[config.mk]
export PLATFORM = sky130hd
export DESIGN_NAME = bode_stability_margin_scan
export DESIGN_NICKNAME = d
export VERILOG_FILES = /design/src/hw/rtl/bsms_pkg.sv /design/src/hw/rtl/bsms_interp.sv /design/src/hw/rtl/bode_stability_margin_scan.sv
export VERILOG_INCLUDE_DIRS = /design/src /design/src/hw/rtl
export SDC_FILE = /design/constraint.sdc
export NUM_CORES = 1
export LEC_CHECK = 0
export BUFFER_PORTS_ARGS = -buffer_cell sky130_fd_sc_hd__buf_2
export CELL_PAD_IN_SITES_DETAIL_PLACEMENT = 0
export CELL_PAD_IN_SITES_GLOBAL_PLACEMENT = 2
export CORE_UTILIZATION = 42
export DETAILED_ROUTE_END_ITERATION = 6
export PLACE_DENSITY_LB_ADDON = 0.1
export SETUP_SLACK_MARGIN = 0.4
export SLEW_MARGIN = 25
export SYNTH_ARGS = -nofsm -noshare
export SYNTH_HDL_FRONTEND = slang
export SYNTH_HIERARCHICAL = 1
export SYNTH_SLANG_ARGS = --single-unit
[constraint.sdc]
create_clock -name clk_i -period 10.35 [get_ports clk_i]
set_clock_uncertainty 0.05 [all_clocks]
set_input_delay 1.5525 -clock clk_i [delete_from_list [all_inputs] [get_ports clk_i]]
set_output_delay 1.5525 -clock clk_i [all_outputs]
set_load 0.05 [all_outputs]
[src/hw/rtl/bode_stability_margin_scan_macros.svh]
// Assertion helpers for the margin scan.
`ifndef BODE_STABILITY_MARGIN_SCAN_MACROS_SVH
`define BODE_STABILITY_MARGIN_SCAN_MACROS_SVH
`ifndef SYNTHESIS
`define BSMS_ASSERT_IMPL(label, clk, rst_n, ante, cons) \
  label: assert property (@(posedge clk) disable iff (!rst_n) (ante) |-> (cons)) \
    else $error("bsms: implication check failed");
`define BSMS_ASSERT_NEXT(label, clk, rst_n, ante, cons) \
  label: assert property (@(posedge clk) disable iff (!rst_n) (ante) |=> (cons)) \
    else $error("bsms: next-cycle check failed");
`else
`define BSMS_ASSERT_IMPL(label, clk, rst_n, ante, cons)
`define BSMS_ASSERT_NEXT(label, clk, rst_n, ante, cons)
`endif
`endif

[src/hw/rtl/bsms_pkg.sv]
package bsms_pkg;

  localparam int FreqW     = 40;
  localparam int MagW      = 17;
  localparam int PhaseW    = 20;
  localparam int ValW      = FreqW + 1;
  localparam int NdW       = PhaseW + 1;
  localparam int MagnW     = PhaseW;
  localparam int UfW       = FreqW;
  localparam int ProdW     = MagnW + UfW;
  localparam int MulSteps  = MagnW;
  localparam int DivSteps  = ProdW;
  localparam int StepCntW  = $clog2(DivSteps);
  localparam int InTdataW  = 80;
  localparam int OutTdataW = 120;
  localparam int OutTuserW = 2;
  localparam int PmWideW   = PhaseW + 2;
  localparam int GmWideW   = MagW + 1;

  localparam logic [PhaseW-1:0]  PhaseThresh = 20'hF4C00;
  localparam logic [PmWideW-1:0] PhaseOffset = 22'd46080;

  typedef enum logic [2:0] {
    ST_IDLE,
    ST_EVAL,
    ST_G_FREQ,
    ST_G_PH,
    ST_P_FREQ,
    ST_P_MAG,
    ST_COMMIT
  } bsms_state_e;

  typedef enum logic [2:0] {
    IU_IDLE,
    IU_ABS,
    IU_MUL,
    IU_BIAS,
    IU_DIV,
    IU_FIN
  } bsms_iu_state_e;

  typedef struct packed {
    logic            start;
    logic [ValW-1:0] a;
    logic [ValW-1:0] b;
    logic [NdW-1:0]  n;
    logic [NdW-1:0]  d;
  } bsms_iu_req_t;

  typedef struct packed {
    logic busy;
    logic done;
  } bsms_iu_stat_t;

endpackage

[src/hw/rtl/bsms_interp.sv]
module bsms_interp import bsms_pkg::*; (
  input  logic            clk_i,
  input  logic            rst_ni,
  input  bsms_iu_req_t    req_i,
  output bsms_iu_stat_t   stat_o,
  output logic [ValW-1:0] res_o
);

  bsms_iu_state_e      state_q, state_d;
  logic [StepCntW-1:0] cnt_q, cnt_d;
  logic                done_q, done_d;
  logic [ValW-1:0]     a_q, a_d;
  logic [ValW:0]       diff_q, diff_d;
  logic                neg_q, neg_d;
  logic [MagnW-1:0]    ud_q, ud_d;
  logic [UfW-1:0]      uf_q, uf_d;
  logic [MagnW-1:0]    rem_q, rem_d;
  logic [ProdW-1:0]    prod_q, prod_d;
  logic [ValW-1:0]     res_q, res_d;

  logic [ValW:0]       diff_w;
  logic [ValW:0]       diff_neg;
  logic [NdW-1:0]      n_neg;
  logic [NdW-1:0]      d_neg;
  logic [MagnW-1:0]    n_abs;
  logic [MagnW-1:0]    d_abs;
  logic [UfW:0]        hi;
  logic [MagnW:0]      trial;
  logic [MagnW:0]      trial_sub;
  logic                ge;
  logic [ValW:0]       fin_sum;

  assign diff_w    = {req_i.b[ValW-1], req_i.b} - {req_i.a[ValW-1], req_i.a};
  assign diff_neg  = '0 - diff_q;
  assign n_neg     = '0 - req_i.n;
  assign d_neg     = '0 - req_i.d;
  assign n_abs     = req_i.n[NdW-1] ? n_neg[MagnW-1:0] : req_i.n[MagnW-1:0];
  assign d_abs     = req_i.d[NdW-1] ? d_neg[MagnW-1:0] : req_i.d[MagnW-1:0];
  assign hi        = {1'b0, prod_q[ProdW-1:MagnW]} + (prod_q[0] ? {1'b0, uf_q} : '0);
  assign trial     = {rem_q, prod_q[ProdW-1]};
  assign trial_sub = trial - {1'b0, ud_q};
  assign ge        = (trial >= {1'b0, ud_q});
  assign fin_sum   = neg_q ? ({a_q[ValW-1], a_q} - {2'b00, prod_q[UfW-1:0]})
                           : ({a_q[ValW-1], a_q} + {2'b00, prod_q[UfW-1:0]});

  always_comb begin
    state_d = state_q;
    cnt_d   = cnt_q;
    done_d  = 1'b0;
    a_d     = a_q;
    diff_d  = diff_q;
    neg_d   = neg_q;
    ud_d    = ud_q;
    uf_d    = uf_q;
    rem_d   = rem_q;
    prod_d  = prod_q;
    res_d   = res_q;
    case (state_q)
      IU_IDLE: begin
        if (req_i.start) begin
          a_d     = req_i.a;
          diff_d  = diff_w;
          neg_d   = req_i.n[NdW-1] ^ diff_w[ValW] ^ req_i.d[NdW-1];
          ud_d    = d_abs;
          prod_d  = {{UfW{1'b0}}, n_abs};
          state_d = IU_ABS;
        end
      end
      IU_ABS: begin
        uf_d    = diff_q[ValW] ? diff_neg[UfW-1:0] : diff_q[UfW-1:0];
        cnt_d   = '0;
        state_d = IU_MUL;
      end
      IU_MUL: begin
        prod_d = {hi, prod_q[MagnW-1:1]};
        cnt_d  = cnt_q + 1'b1;
        if (cnt_q == StepCntW'(MulSteps - 1)) begin
          cnt_d   = '0;
          state_d = IU_BIAS;
        end
      end
      IU_BIAS: begin
        prod_d  = prod_q + ProdW'(ud_q >> 1);
        rem_d   = '0;
        state_d = IU_DIV;
      end
      IU_DIV: begin
        rem_d  = ge ? trial_sub[MagnW-1:0] : trial[MagnW-1:0];
        prod_d = {prod_q[ProdW-2:0], ge};
        cnt_d  = cnt_q + 1'b1;
        if (cnt_q == StepCntW'(DivSteps - 1)) begin
          cnt_d   = '0;
          state_d = IU_FIN;
        end
      end
      IU_FIN: begin
        res_d   = fin_sum[ValW-1:0];
        done_d  = 1'b1;
        state_d = IU_IDLE;
      end
      default: state_d = IU_IDLE;
    endcase
  end

  always_ff @(posedge clk_i or negedge rst_ni) begin
    if (!rst_ni) begin
      state_q <= IU_IDLE;
      cnt_q   <= '0;
      done_q  <= 1'b0;
    end else begin
      state_q <= state_d;
      cnt_q   <= cnt_d;
      done_q  <= done_d;
    end
  end

  always_ff @(posedge clk_i) begin
    a_q    <= a_d;
    diff_q <= diff_d;
    neg_q  <= neg_d;
    ud_q   <= ud_d;
    uf_q   <= uf_d;
    rem_q  <= rem_d;
    prod_q <= prod_d;
    res_q  <= res_d;
  end

  assign stat_o.busy = (state_q != IU_IDLE);
  assign stat_o.done = done_q;
  assign res_o       = res_q;

endmodule

[src/hw/rtl/bode_stability_margin_scan.sv]
// Channel   Dir  Beat payload
// s_axis    in   tdata: freq_hz, mag_db, phase_deg_in; tlast: last_point
// m_axis    out  tdata: freq/margin pairs; tuser: found flags; one beat per sweep
//
// A point with no new crossing is accepted, then evaluated and committed.
// Each crossing runs two interpolations on the shared bit-serial unit, each
// made of setup, 20 multiply steps, 60 divide steps and finish.
// Reset returns the scan to the start of a sweep with no result pending.
// A last point waits in commit while the previous result beat is unaccepted.
`include "bode_stability_margin_scan_macros.svh"

module bode_stability_margin_scan import bsms_pkg::*; (
  input  logic                 clk_i,
  input  logic                 rst_ni,
  input  logic                 s_axis_tvalid_i,
  output logic                 s_axis_tready_o,
  // [39:0] freq_hz, [56:40] mag_db, [76:57] phase_deg_in, [79:77] zero
  input  logic [InTdataW-1:0]  s_axis_tdata_i,
  input  logic                 s_axis_tlast_i,
  output logic                 m_axis_tvalid_o,
  input  logic                 m_axis_tready_i,
  // [39:0] gain_cross_freq, [59:40] phase_margin, [99:60] phase_cross_freq,
  // [116:100] gain_margin, [119:117] zero
  output logic [OutTdataW-1:0] m_axis_tdata_o,
  // [0] gain_cross_found, [1] phase_cross_found
  output logic [OutTuserW-1:0] m_axis_tuser_o
);

  bsms_state_e state_q, state_d;

  logic [FreqW-1:0]     cur_freq_q, prev_freq_q;
  logic [MagW-1:0]      cur_mag_q, prev_mag_q;
  logic [PhaseW-1:0]    cur_phase_q, prev_phase_q;
  logic                 cur_last_q;
  logic                 have_prev_q;
  logic                 gain_done_q;
  logic                 phase_done_q;
  logic [FreqW-1:0]     held_gain_freq_q;
  logic [PhaseW-1:0]    held_pm_q;
  logic [FreqW-1:0]     held_phase_freq_q;
  logic [MagW-1:0]      held_gm_q;
  logic                 m_valid_q;
  logic [OutTdataW-1:0] out_tdata_q;
  logic [OutTuserW-1:0] out_tuser_q;

  logic                 s_hs;
  logic                 out_free;
  logic                 gx;
  logic                 px;
  logic                 p1_ge;
  logic                 p2_ge;
  logic [NdW-1:0]       g_n;
  logic [NdW-1:0]       g_d;
  logic [NdW-1:0]       p_n;
  logic [NdW-1:0]       p_d;
  logic                 start_job;
  logic                 commit_now;
  logic                 commit_prev;
  logic                 load_out;
  logic [PmWideW-1:0]   pm_wide;
  logic [PhaseW-1:0]    pm_sat;
  logic [GmWideW-1:0]   gm_wide;
  logic [MagW-1:0]      gm_sat;

  bsms_iu_req_t         iu_req;
  bsms_iu_stat_t        iu_stat;
  logic [ValW-1:0]      iu_res;

  bsms_interp u_interp (
    .clk_i  (clk_i),
    .rst_ni (rst_ni),
    .req_i  (iu_req),
    .stat_o (iu_stat),
    .res_o  (iu_res)
  );

  assign s_axis_tready_o = (state_q == ST_IDLE);
  assign s_hs            = s_axis_tvalid_i && s_axis_tready_o;
  assign out_free        = !m_valid_q || m_axis_tready_i;

  assign p1_ge = ($signed(prev_phase_q) >= $signed(PhaseThresh));
  assign p2_ge = ($signed(cur_phase_q) >= $signed(PhaseThresh));
  assign gx    = have_prev_q && !gain_done_q && (prev_mag_q[MagW-1] != cur_mag_q[MagW-1]);
  assign px    = have_prev_q && !phase_done_q && (p1_ge != p2_ge);

  assign g_n = '0 - {{(NdW-MagW){prev_mag_q[MagW-1]}}, prev_mag_q};
  assign g_d = {{(NdW-MagW){cur_mag_q[MagW-1]}}, cur_mag_q}
             - {{(NdW-MagW){prev_mag_q[MagW-1]}}, prev_mag_q};
  assign p_n = {PhaseThresh[PhaseW-1], PhaseThresh}
             - {prev_phase_q[PhaseW-1], prev_phase_q};
  assign p_d = {cur_phase_q[PhaseW-1], cur_phase_q}
             - {prev_phase_q[PhaseW-1], prev_phase_q};

  // Saturate phase + 180 and negated magnitude to the result widths.
  assign pm_wide = {{(PmWideW-PhaseW){iu_res[PhaseW-1]}}, iu_res[PhaseW-1:0]} + PhaseOffset;
  assign gm_wide = '0 - {iu_res[MagW-1], iu_res[MagW-1:0]};

  always_comb begin
    if (pm_wide[PmWideW-1:PhaseW-1] == '0 || pm_wide[PmWideW-1:PhaseW-1] == '1) begin
      pm_sat = pm_wide[PhaseW-1:0];
    end else if (pm_wide[PmWideW-1]) begin
      pm_sat = {1'b1, {(PhaseW-1){1'b0}}};
    end else begin
      pm_sat = {1'b0, {(PhaseW-1){1'b1}}};
    end
    if (gm_wide[GmWideW-1] == gm_wide[MagW-1]) begin
      gm_sat = gm_wide[MagW-1:0];
    end else if (gm_wide[GmWideW-1]) begin
      gm_sat = {1'b1, {(MagW-1){1'b0}}};
    end else begin
      gm_sat = {1'b0, {(MagW-1){1'b1}}};
    end
  end

  always_comb begin
    state_d     = state_q;
    start_job   = 1'b0;
    commit_now  = 1'b0;
    commit_prev = 1'b0;
    load_out    = 1'b0;
    case (state_q)
      ST_IDLE: begin
        if (s_hs) begin
          state_d = ST_EVAL;
        end
      end
      ST_EVAL: begin
        if (gx) begin
          state_d   = ST_G_FREQ;
          start_job = 1'b1;
        end else if (px) begin
          state_d   = ST_P_FREQ;
          start_job = 1'b1;
        end else begin
          commit_now = 1'b1;
        end
      end
      ST_G_FREQ: begin
        if (iu_stat.done) begin
          state_d   = ST_G_PH;
          start_job = 1'b1;
        end
      end
      ST_G_PH: begin
        if (iu_stat.done) begin
          if (px) begin
            state_d   = ST_P_FREQ;
            start_job = 1'b1;
          end else begin
            state_d = ST_COMMIT;
          end
        end
      end
      ST_P_FREQ: begin
        if (iu_stat.done) begin
          state_d   = ST_P_MAG;
          start_job = 1'b1;
        end
      end
      ST_P_MAG: begin
        if (iu_stat.done) begin
          state_d = ST_COMMIT;
        end
      end
      ST_COMMIT: begin
        commit_now = 1'b1;
      end
      default: state_d = ST_IDLE;
    endcase
    if (commit_now) begin
      if (!cur_last_q) begin
        commit_prev = 1'b1;
        state_d     = ST_IDLE;
      end else if (out_free) begin
        load_out = 1'b1;
        state_d  = ST_IDLE;
      end
    end
  end

  always_comb begin
    iu_req.start = start_job;
    case (state_d)
      ST_G_FREQ: begin
        iu_req.a = {1'b0, prev_freq_q};
        iu_req.b = {1'b0, cur_freq_q};
        iu_req.n = g_n;
        iu_req.d = g_d;
      end
      ST_G_PH: begin
        iu_req.a = {{(ValW-PhaseW){prev_phase_q[PhaseW-1]}}, prev_phase_q};
        iu_req.b = {{(ValW-PhaseW){cur_phase_q[PhaseW-1]}}, cur_phase_q};
        iu_req.n = g_n;
        iu_req.d = g_d;
      end
      ST_P_FREQ: begin
        iu_req.a = {1'b0, prev_freq_q};
        iu_req.b = {1'b0, cur_freq_q};
        iu_req.n = p_n;
        iu_req.d = p_d;
      end
      ST_P_MAG: begin
        iu_req.a = {{(ValW-MagW){prev_mag_q[MagW-1]}}, prev_mag_q};
        iu_req.b = {{(ValW-MagW){cur_mag_q[MagW-1]}}, cur_mag_q};
        iu_req.n = p_n;
        iu_req.d = p_d;
      end
      default: begin
        iu_req.a = '0;
        iu_req.b = '0;
        iu_req.n = '0;
        iu_req.d = '0;
      end
    endcase
  end

  always_ff @(posedge clk_i or negedge rst_ni) begin
    if (!rst_ni) begin
      state_q      <= ST_IDLE;
      have_prev_q  <= 1'b0;
      gain_done_q  <= 1'b0;
      phase_done_q <= 1'b0;
      m_valid_q    <= 1'b0;
    end else begin
      state_q <= state_d;
      if (commit_prev) begin
        have_prev_q <= 1'b1;
      end
      if (iu_stat.done && state_q == ST_G_PH) begin
        gain_done_q <= 1'b1;
      end
      if (iu_stat.done && state_q == ST_P_MAG) begin
        phase_done_q <= 1'b1;
      end
      if (load_out) begin
        have_prev_q  <= 1'b0;
        gain_done_q  <= 1'b0;
        phase_done_q <= 1'b0;
        m_valid_q    <= 1'b1;
      end else if (m_axis_tready_i) begin
        m_valid_q <= 1'b0;
      end
    end
  end

  always_ff @(posedge clk_i) begin
    if (s_hs) begin
      cur_freq_q  <= s_axis_tdata_i[FreqW-1:0];
      cur_mag_q   <= s_axis_tdata_i[FreqW+MagW-1:FreqW];
      cur_phase_q <= s_axis_tdata_i[FreqW+MagW+PhaseW-1:FreqW+MagW];
      cur_last_q  <= s_axis_tlast_i;
    end
    if (commit_prev) begin
      prev_freq_q  <= cur_freq_q;
      prev_mag_q   <= cur_mag_q;
      prev_phase_q <= cur_phase_q;
    end
    if (iu_stat.done) begin
      case (state_q)
        ST_G_FREQ: held_gain_freq_q  <= iu_res[FreqW-1:0];
        ST_G_PH:   held_pm_q         <= pm_sat;
        ST_P_FREQ: held_phase_freq_q <= iu_res[FreqW-1:0];
        ST_P_MAG:  held_gm_q         <= gm_sat;
        default: ;
      endcase
    end
    if (load_out) begin
      out_tdata_q <= {{(OutTdataW-2*FreqW-PhaseW-MagW){1'b0}},
                      phase_done_q ? held_gm_q : {MagW{1'b0}},
                      phase_done_q ? held_phase_freq_q : {FreqW{1'b0}},
                      gain_done_q ? held_pm_q : {PhaseW{1'b0}},
                      gain_done_q ? held_gain_freq_q : {FreqW{1'b0}}};
      out_tuser_q <= {phase_done_q, gain_done_q};
    end
  end

  assign m_axis_tvalid_o = m_valid_q;
  assign m_axis_tdata_o  = out_tdata_q;
  assign m_axis_tuser_o  = out_tuser_q;

  `BSMS_ASSERT_IMPL(a_accept_unit_idle, clk_i, rst_ni, s_hs, !iu_stat.busy)
  `BSMS_ASSERT_IMPL(a_done_in_job, clk_i, rst_ni, iu_stat.done,
    state_q == ST_G_FREQ || state_q == ST_G_PH || state_q == ST_P_FREQ || state_q == ST_P_MAG)
  `BSMS_ASSERT_NEXT(a_last_clears, clk_i, rst_ni, load_out,
    m_valid_q && !have_prev_q && !gain_done_q && !phase_done_q)

endmodule
==> run metrics, run 1 <==
pre-CTS setup slack 2.97 ns; most common cell after layout, fill and taps aside edfxtp_1; FP Rows 111; WP data required 10.74 ns; Area growth syn-to-layout 12.5%; Max-Cap Viols 0; Max Fclk 0.135 GHz; Clock Sinks 670; hold_sp u_interp/res_o[21]$_DFFE_PP_; Pleak 17.2 nW; status completed; Initial Util 42.6%; n_diodes 0; R2R Setup Slk 2.95 ns; DRC 0; initial antenna violation count 6; commonest cells after routing, fill and taps aside 653 x edfxtp_1, 251 x xnor2_1, 207 x ha_1; clock root buffer master clkbuf_16; Finished Layout Cells 5023; Final min period 7.40 ns; final setup vio count 0; hold endpoint held_gain_freq_q[21]$_DFFE_PP_; vias in the first global route 27.0k; worst setup margin 2.95 ns; GPL Wtd Cong 0.902; fin crit share 71.5%; Hold Crit Depth 0; worst reg2reg path startpoint prev_phase_q[1]$_DFFE_PP_; via count 27.8k; Port Buffers 202; crit path DAT 7.79 ns; CTS resizes 0; Worst Hold Class reg2reg; Setup TNS Final 0 ns; RR Endpoint u_interp/diff_q[38]$_DFFE_PP_; RSZ-0062 raised after global routing no; Ys Warns 6; Total Routed Length 105000 µm; worst-case reg-to-reg path depth 24; Area after DPL 41400 µm²; VDD IR max 107 µV; first-pass GRT wire length 161000 µm; Avg Inst Size Synth 11.0 µm²; core area 91900 µm²; Clk pin slew, worst setup/hold paths 0.06 ns; postcts setup bufs 0; crit path kind reg2reg; relative slew slack 28.5%; largest net degree at the start of global routing 86; Die Ht 307 µm; crit-path max FO 70; power density cells 130 nW/µm²; total CTS buffers 79; Final HPWL DP 80500 µm; Die X-Extent 307 µm; Final Max Tran Viols 0; 1st-pass router iterations 6; Vias/cell 5.53; cts-stage hold buffer count 0; Syn Inst Count 3552; wire per inst 21.0 µm; fin util 47.9%; gr usage total 22.2%; Placed Cells 4878; Setup crit start kind register; Final Hold Fails 0; Die ar. 94500 µm²; worst-margin pin slew 1.06 ns; area of the mapped netlist 39200 µm²; DRT antenna net count 0; clock latency on the worst-skew pair 0.65 ns; grt total ovfl 0; Clock Path Buffers 3; TritonCTS clock tree built; post-route cell area 44000 µm²; CTS HTree Levels 3; final net count 4016; CP Capture Type register; Boundary Pins 209; Iteration-0 DRC Markers 2226; share of layout cells above drive strength 1 11.7%
-- worst max-delay path, stage by stage, from the launching register on --
cell       delay, ns
edfxtp_1        0.45
inv_1           0.18
ha_1            0.21
nor3b_1         0.57
nand3_1         0.37
o2111a_1        0.34
mux2i_1         0.20
nand2_2         0.15
a2bb2oi_4       0.22
buf_4           0.63
nor2_1          0.11
a211oi_2        0.22
inv_1           0.06
ha_1            0.22
fa_1            0.41
nor2b_1         0.18
o31a_1          0.20
o221ai_1        0.21
o31ai_1         0.66
a31o_2          0.28
a31oi_1         0.16
o21a_1          0.27
o31a_1          0.34
nand2b_1        0.17
o311ai_0        0.27
-- power by group --
group / switching, mW / leakage [nW] / internal, mW
Combinational: 0.00885 / 9.63 / 0.0105
Clock: 1.14 / 1.24 / 1.65
Sequential: 0 / 6.29 / 2.94
Total: 1.15 / 17.2 / 4.59
-- sequential cells by signal, indices dropped and copies added (netlist names), 40 cells and up --
| signal | count |
|---|---|
| held_phase_freq_q | 40 |
| cur_freq_q | 40 |
| held_gain_freq_q | 40 |
| u_interp/diff_q | 41 |
| u_interp/a_q | 40 |
| prev_freq_q | 40 |
| m_axis_tdata_o | 117 |
| u_interp/prod_q | 60 |
| u_interp/uf_q | 40 |
| u_interp/res_o | 40 |
-- worst max path at each step --
| stage | from | to | cells past startpoint |
|---|---|---|---|
| finish | prev_phase_q[1]$_DFFE_PP_ | u_interp/diff_q[38]$_DFFE_PP_ | 24 |
| global route | prev_phase_q[1]$_DFFE_PP_ | u_interp/diff_q[34]$_DFFE_PP_ | 24 |
| global placement | prev_phase_q[1]$_DFFE_PP_ | u_interp/diff_q[38]$_DFFE_PP_ | 24 |
| detailed placement | prev_phase_q[1]$_DFFE_PP_ | u_interp/diff_q[34]$_DFFE_PP_ | 24 |
| CTS | prev_phase_q[1]$_DFFE_PP_ | u_interp/diff_q[34]$_DFFE_PP_ | 24 |
| floorplan | state_q[2]$_DFF_PN0_ | u_interp/diff_q[38]$_DFFE_PP_ | 23 |
-- stage by stage --
| step | hold WS (ns) | total power [mW] |
|---|---|---|
| after floorplan | 0.368 | 3.00 |
| after global placement | 0.380 | 3.01 |
| after detailed placement | 0.384 | 3.01 |
| after CTS | 0.403 | 5.82 |
| after global routing | 0.401 | 5.91 |
| final | 0.400 | 5.74 |
-- layout make-up --
| class | instances | area (µm²) |
|---|---|---|
| Timing Repair Buffer | 234 | 1310 |
| Clock inverter | 47 | 522 |
| Sequential cell | 670 | 20000 |
| Multi-Input combinational cell | 2537 | 17800 |
| Fill cell | 8522 | 47900 |
| Inverter | 195 | 734 |
| Clock buffer | 97 | 2080 |
| Tap cell | 1243 | 1560 |
-- per-layer routing --
layer  vias up  global-route usage (%)  share of wire [%]  wire (µm)
li1      13500                       -                  -          -
met1     13400                    31.7                 48      50400
met2       708                    34.9                 45      47000
met3       141                    2.63                4.8       5030
met4         0                    7.38                2.7       2880
met5         -                       0                  0          0
(Power assumes the default switching activity.)
==> run 2: changes to the inputs <==
clock period = 7.3 ns   (was 10.35 ns; I/O delays follow)
==> run 2 against run 1 <==
Net effect: sequential cell count unchanged; non-clock buffer count up 24; core utilization up 0.18 points; highest routed layer unchanged; routed wire length up 1.0%; critical path depth down 4; global-route usage up 0.14 points; design area up 0.37%; setup slack worse by 2.1 ns; sequential share of layout area down 0.17 points.
==> run metrics, run 2 (synthesis results as in run 1) <==
status completed; Final min period 6.47 ns (-0.938 ns); Setup crit start kind register; Final Hold Fails 0 (unchanged); Final Max Tran Viols 0 (unchanged); total CTS buffers 79 (unchanged); clock root buffer master clkbuf_16; vias in the first global route 27.0k (-0.052%); wire per inst 21.1 µm (+0.60%); max reg flops 117 (unchanged); final net count 4041 (+0.62%); GPL Wtd Cong 0.892 (-1.2%); family with the most delay on the worst path compound AO/OA/AOI/OAI gates; relative slew slack 28.0% (-0.49 points); Max-Cap Viols 0 (unchanged); grt total ovfl 0 (unchanged); fin crit share 88.6% (+17 points); Die Ht 307 µm (unchanged); Max Fclk 0.155 GHz (+15%); power density cells 183 nW/µm² (+40%); Area after DPL 41500 µm² (+0.35%); Die X-Extent 307 µm (unchanged); initial antenna violation count 3 (-3); worst-case reg-to-reg path depth 20 (-17%); Area growth syn-to-layout 12.9%; Die ar. 94500 µm² (unchanged); Clk pin slew, worst setup/hold paths 0.06 ns (about the same); Worst Setup SP prev_phase_q[3]$_DFFE_PP_; Vias/cell 5.52 (-0.23%); Final HPWL DP 81700 µm (+1.5%); VDD IR max 166 µV (+55%); largest net degree at the start of global routing 120 (+40%); Initial Util 42.6% (unchanged); Clock Sinks 670 (unchanged); DRC 0 (unchanged); Pleak 17.3 nW (+0.72%); FP Rows 111 (unchanged); worst-margin pin slew 1.07 ns (+0.00571 ns); final setup vio count 0 (unchanged); Clock Path Buffers 3 (unchanged); WP depth 20 (-17%); WP data required 7.68 ns (-3.06 ns); Setup TNS Final 0 ns (unchanged); RSZ-0062 raised after global routing no; Boundary Pins 209 (unchanged); most common cell after layout, fill and taps aside edfxtp_1; 1st-pass router iterations 5 (-1); CP bufs+invs 2 (-1); TritonCTS clock tree built; worst reg2reg path startpoint prev_phase_q[3]$_DFFE_PP_; core area 91900 µm² (unchanged); crit path kind reg2reg; Iteration-0 DRC Markers 2465 (+11%); first-pass GRT wire length 162000 µm (+0.51%); post-route cell area 44200 µm² (+0.37%); slowest CP cell or4b_1; Setup crit end u_interp/diff_q[38]$_DFFE_PP_; via count 27.9k (+0.21%); CP Capture Type register; CTS HTree Levels 3 (unchanged); commonest cells after routing, fill and taps aside 653 x edfxtp_1, 251 x xnor2_1, 207 x nor2_1, 207 x ha_1, 202 x buf_2; clock latency on the worst-skew pair 0.64 ns (about the same); n_diodes 0 (unchanged); Total Routed Length 106000 µm (+1.0%); crit path DAT 6.84 ns (-0.95 ns); most frequent CP cell o31a_1; Worst path max stage delay 0.57 ns (-0.09 ns); share of layout cells above drive strength 1 12.0% (+0.38 points); Critical Path, Cell by Cell nor4_4, nand4_1, o2bb2ai_1, or4b_1, nand3_2, buf_4, a22oi_1, a211oi_2, inv_1, fa_1, nor2b_1, o31a_1, o221ai_1, o31ai_1, a31o_2, a31oi_1, o21a_1, o31a_1, nand2b_1, o311ai_0; Worst Hold Class reg2reg; R2R Setup Slk 0.83 ns (-2.11 ns); RR Endpoint u_interp/diff_q[38]$_DFFE_PP_; DRT antenna net count 0 (unchanged); gr usage total 22.3% (+0.14 points); Port Buffers 202 (unchanged); crit-path max FO 14 (-80%); cts-stage hold buffer count 0 (unchanged)
-- run 2: changes by cell type in the layout (fill, tap and decap cells not counted), sizes merged --
cell and change:
a2bb2oi +1, buf +24, bufinv -2, clkbuf +2, clkinv +4, clkinvlp -6
inv -1
-- run 2: worst min-delay path by stage --
stage	start	endpoint	slack (ns)	cells past startpoint
2_1_floorplan	cur_freq_q[16]$_DFFE_PP_	prev_freq_q[16]$_DFFE_PP_	0.37	0
3_3_place_gp	u_interp/res_o[38]$_DFFE_PP_	held_gain_freq_q[38]$_DFFE_PP_	0.38	0
3_5_place_dp	u_interp/res_o[29]$_DFFE_PP_	held_phase_freq_q[29]$_DFFE_PP_	0.38	0
4_1_cts	rst_ni	phase_done_q$_DFFE_PN0P_	0.38	1
5_1_grt	rst_ni	phase_done_q$_DFFE_PN0P_	0.40	1
6_report	u_interp/res_o[38]$_DFFE_PP_	held_gain_freq_q[38]$_DFFE_PP_	0.39	0
-- run 2: worst register-to-register path: cells and delay by family (launching register included) --
kind	cells	cell delay (ns)
AO/OA/AOI/OAI	11	2.85
AND/OR/NAND/NOR	6	1.96
flip-flops	1	0.50
adder cells (fa/ha/maj)	1	0.46
buffers and inverters	2	0.42
-- run 2: layer usage --
metal  track usage [%]  up-vias  routed length, µm
li1                  -    13600                  -
met5                 0        -                  0
met1              32.3    13400              51200
met2              34.9      756              47100
met4              6.83        0               2560
met3              2.59      129               5580
-- run 2: metrics by stage --
| stage | std cells | setup slack, ns | hold slack [ns] | utilization (%) | total power, mW |
|---|---|---|---|---|---|
| final | 5045 | 0.833 | 0.394 | 48.1 | 8.09 |
| after global routing | 5045 | 0.433 | 0.402 | 48.1 | 8.33 |
| after global placement | 4897 | 0.511 | 0.382 | 45.2 | 4.27 |
| after floorplan | 3554 | 0.303 | 0.368 | - | 4.25 |
| after detailed placement | 4897 | 0.416 | 0.384 | 45.2 | 4.27 |
| after CTS | 5038 | 0.402 | 0.376 | 47.9 | 8.20 |
-- run 2: final cells by class --
| cell class | count | area, µm² |
|---|---|---|
| timing repair buffer | 258 | 1490 |
| clock inverter | 42 | 415 |
| fill | 8509 | 47700 |
| multi-input combinational | 2538 | 17800 |
| tap | 1243 | 1560 |
| sequential | 670 | 20000 |
| clock buffer | 99 | 2150 |
| inverter | 195 | 734 |
-- run 2: power by group --
part           leakage [nW]  internal, mW  switching, mW
combinational          9.75        0.0149         0.0122
sequential             6.29          4.16              0
clock                  1.24          2.31           1.59
total                  17.3          6.49           1.60
-- run 2: what timing repair did --
action	in CTS	in global routing
pin swaps	1	2
endpoints found under the setup margin	1	9
gates resized for setup	0	4
endpoints found under the hold margin	0	0
gates cloned	0	1
setup buffers	0	5
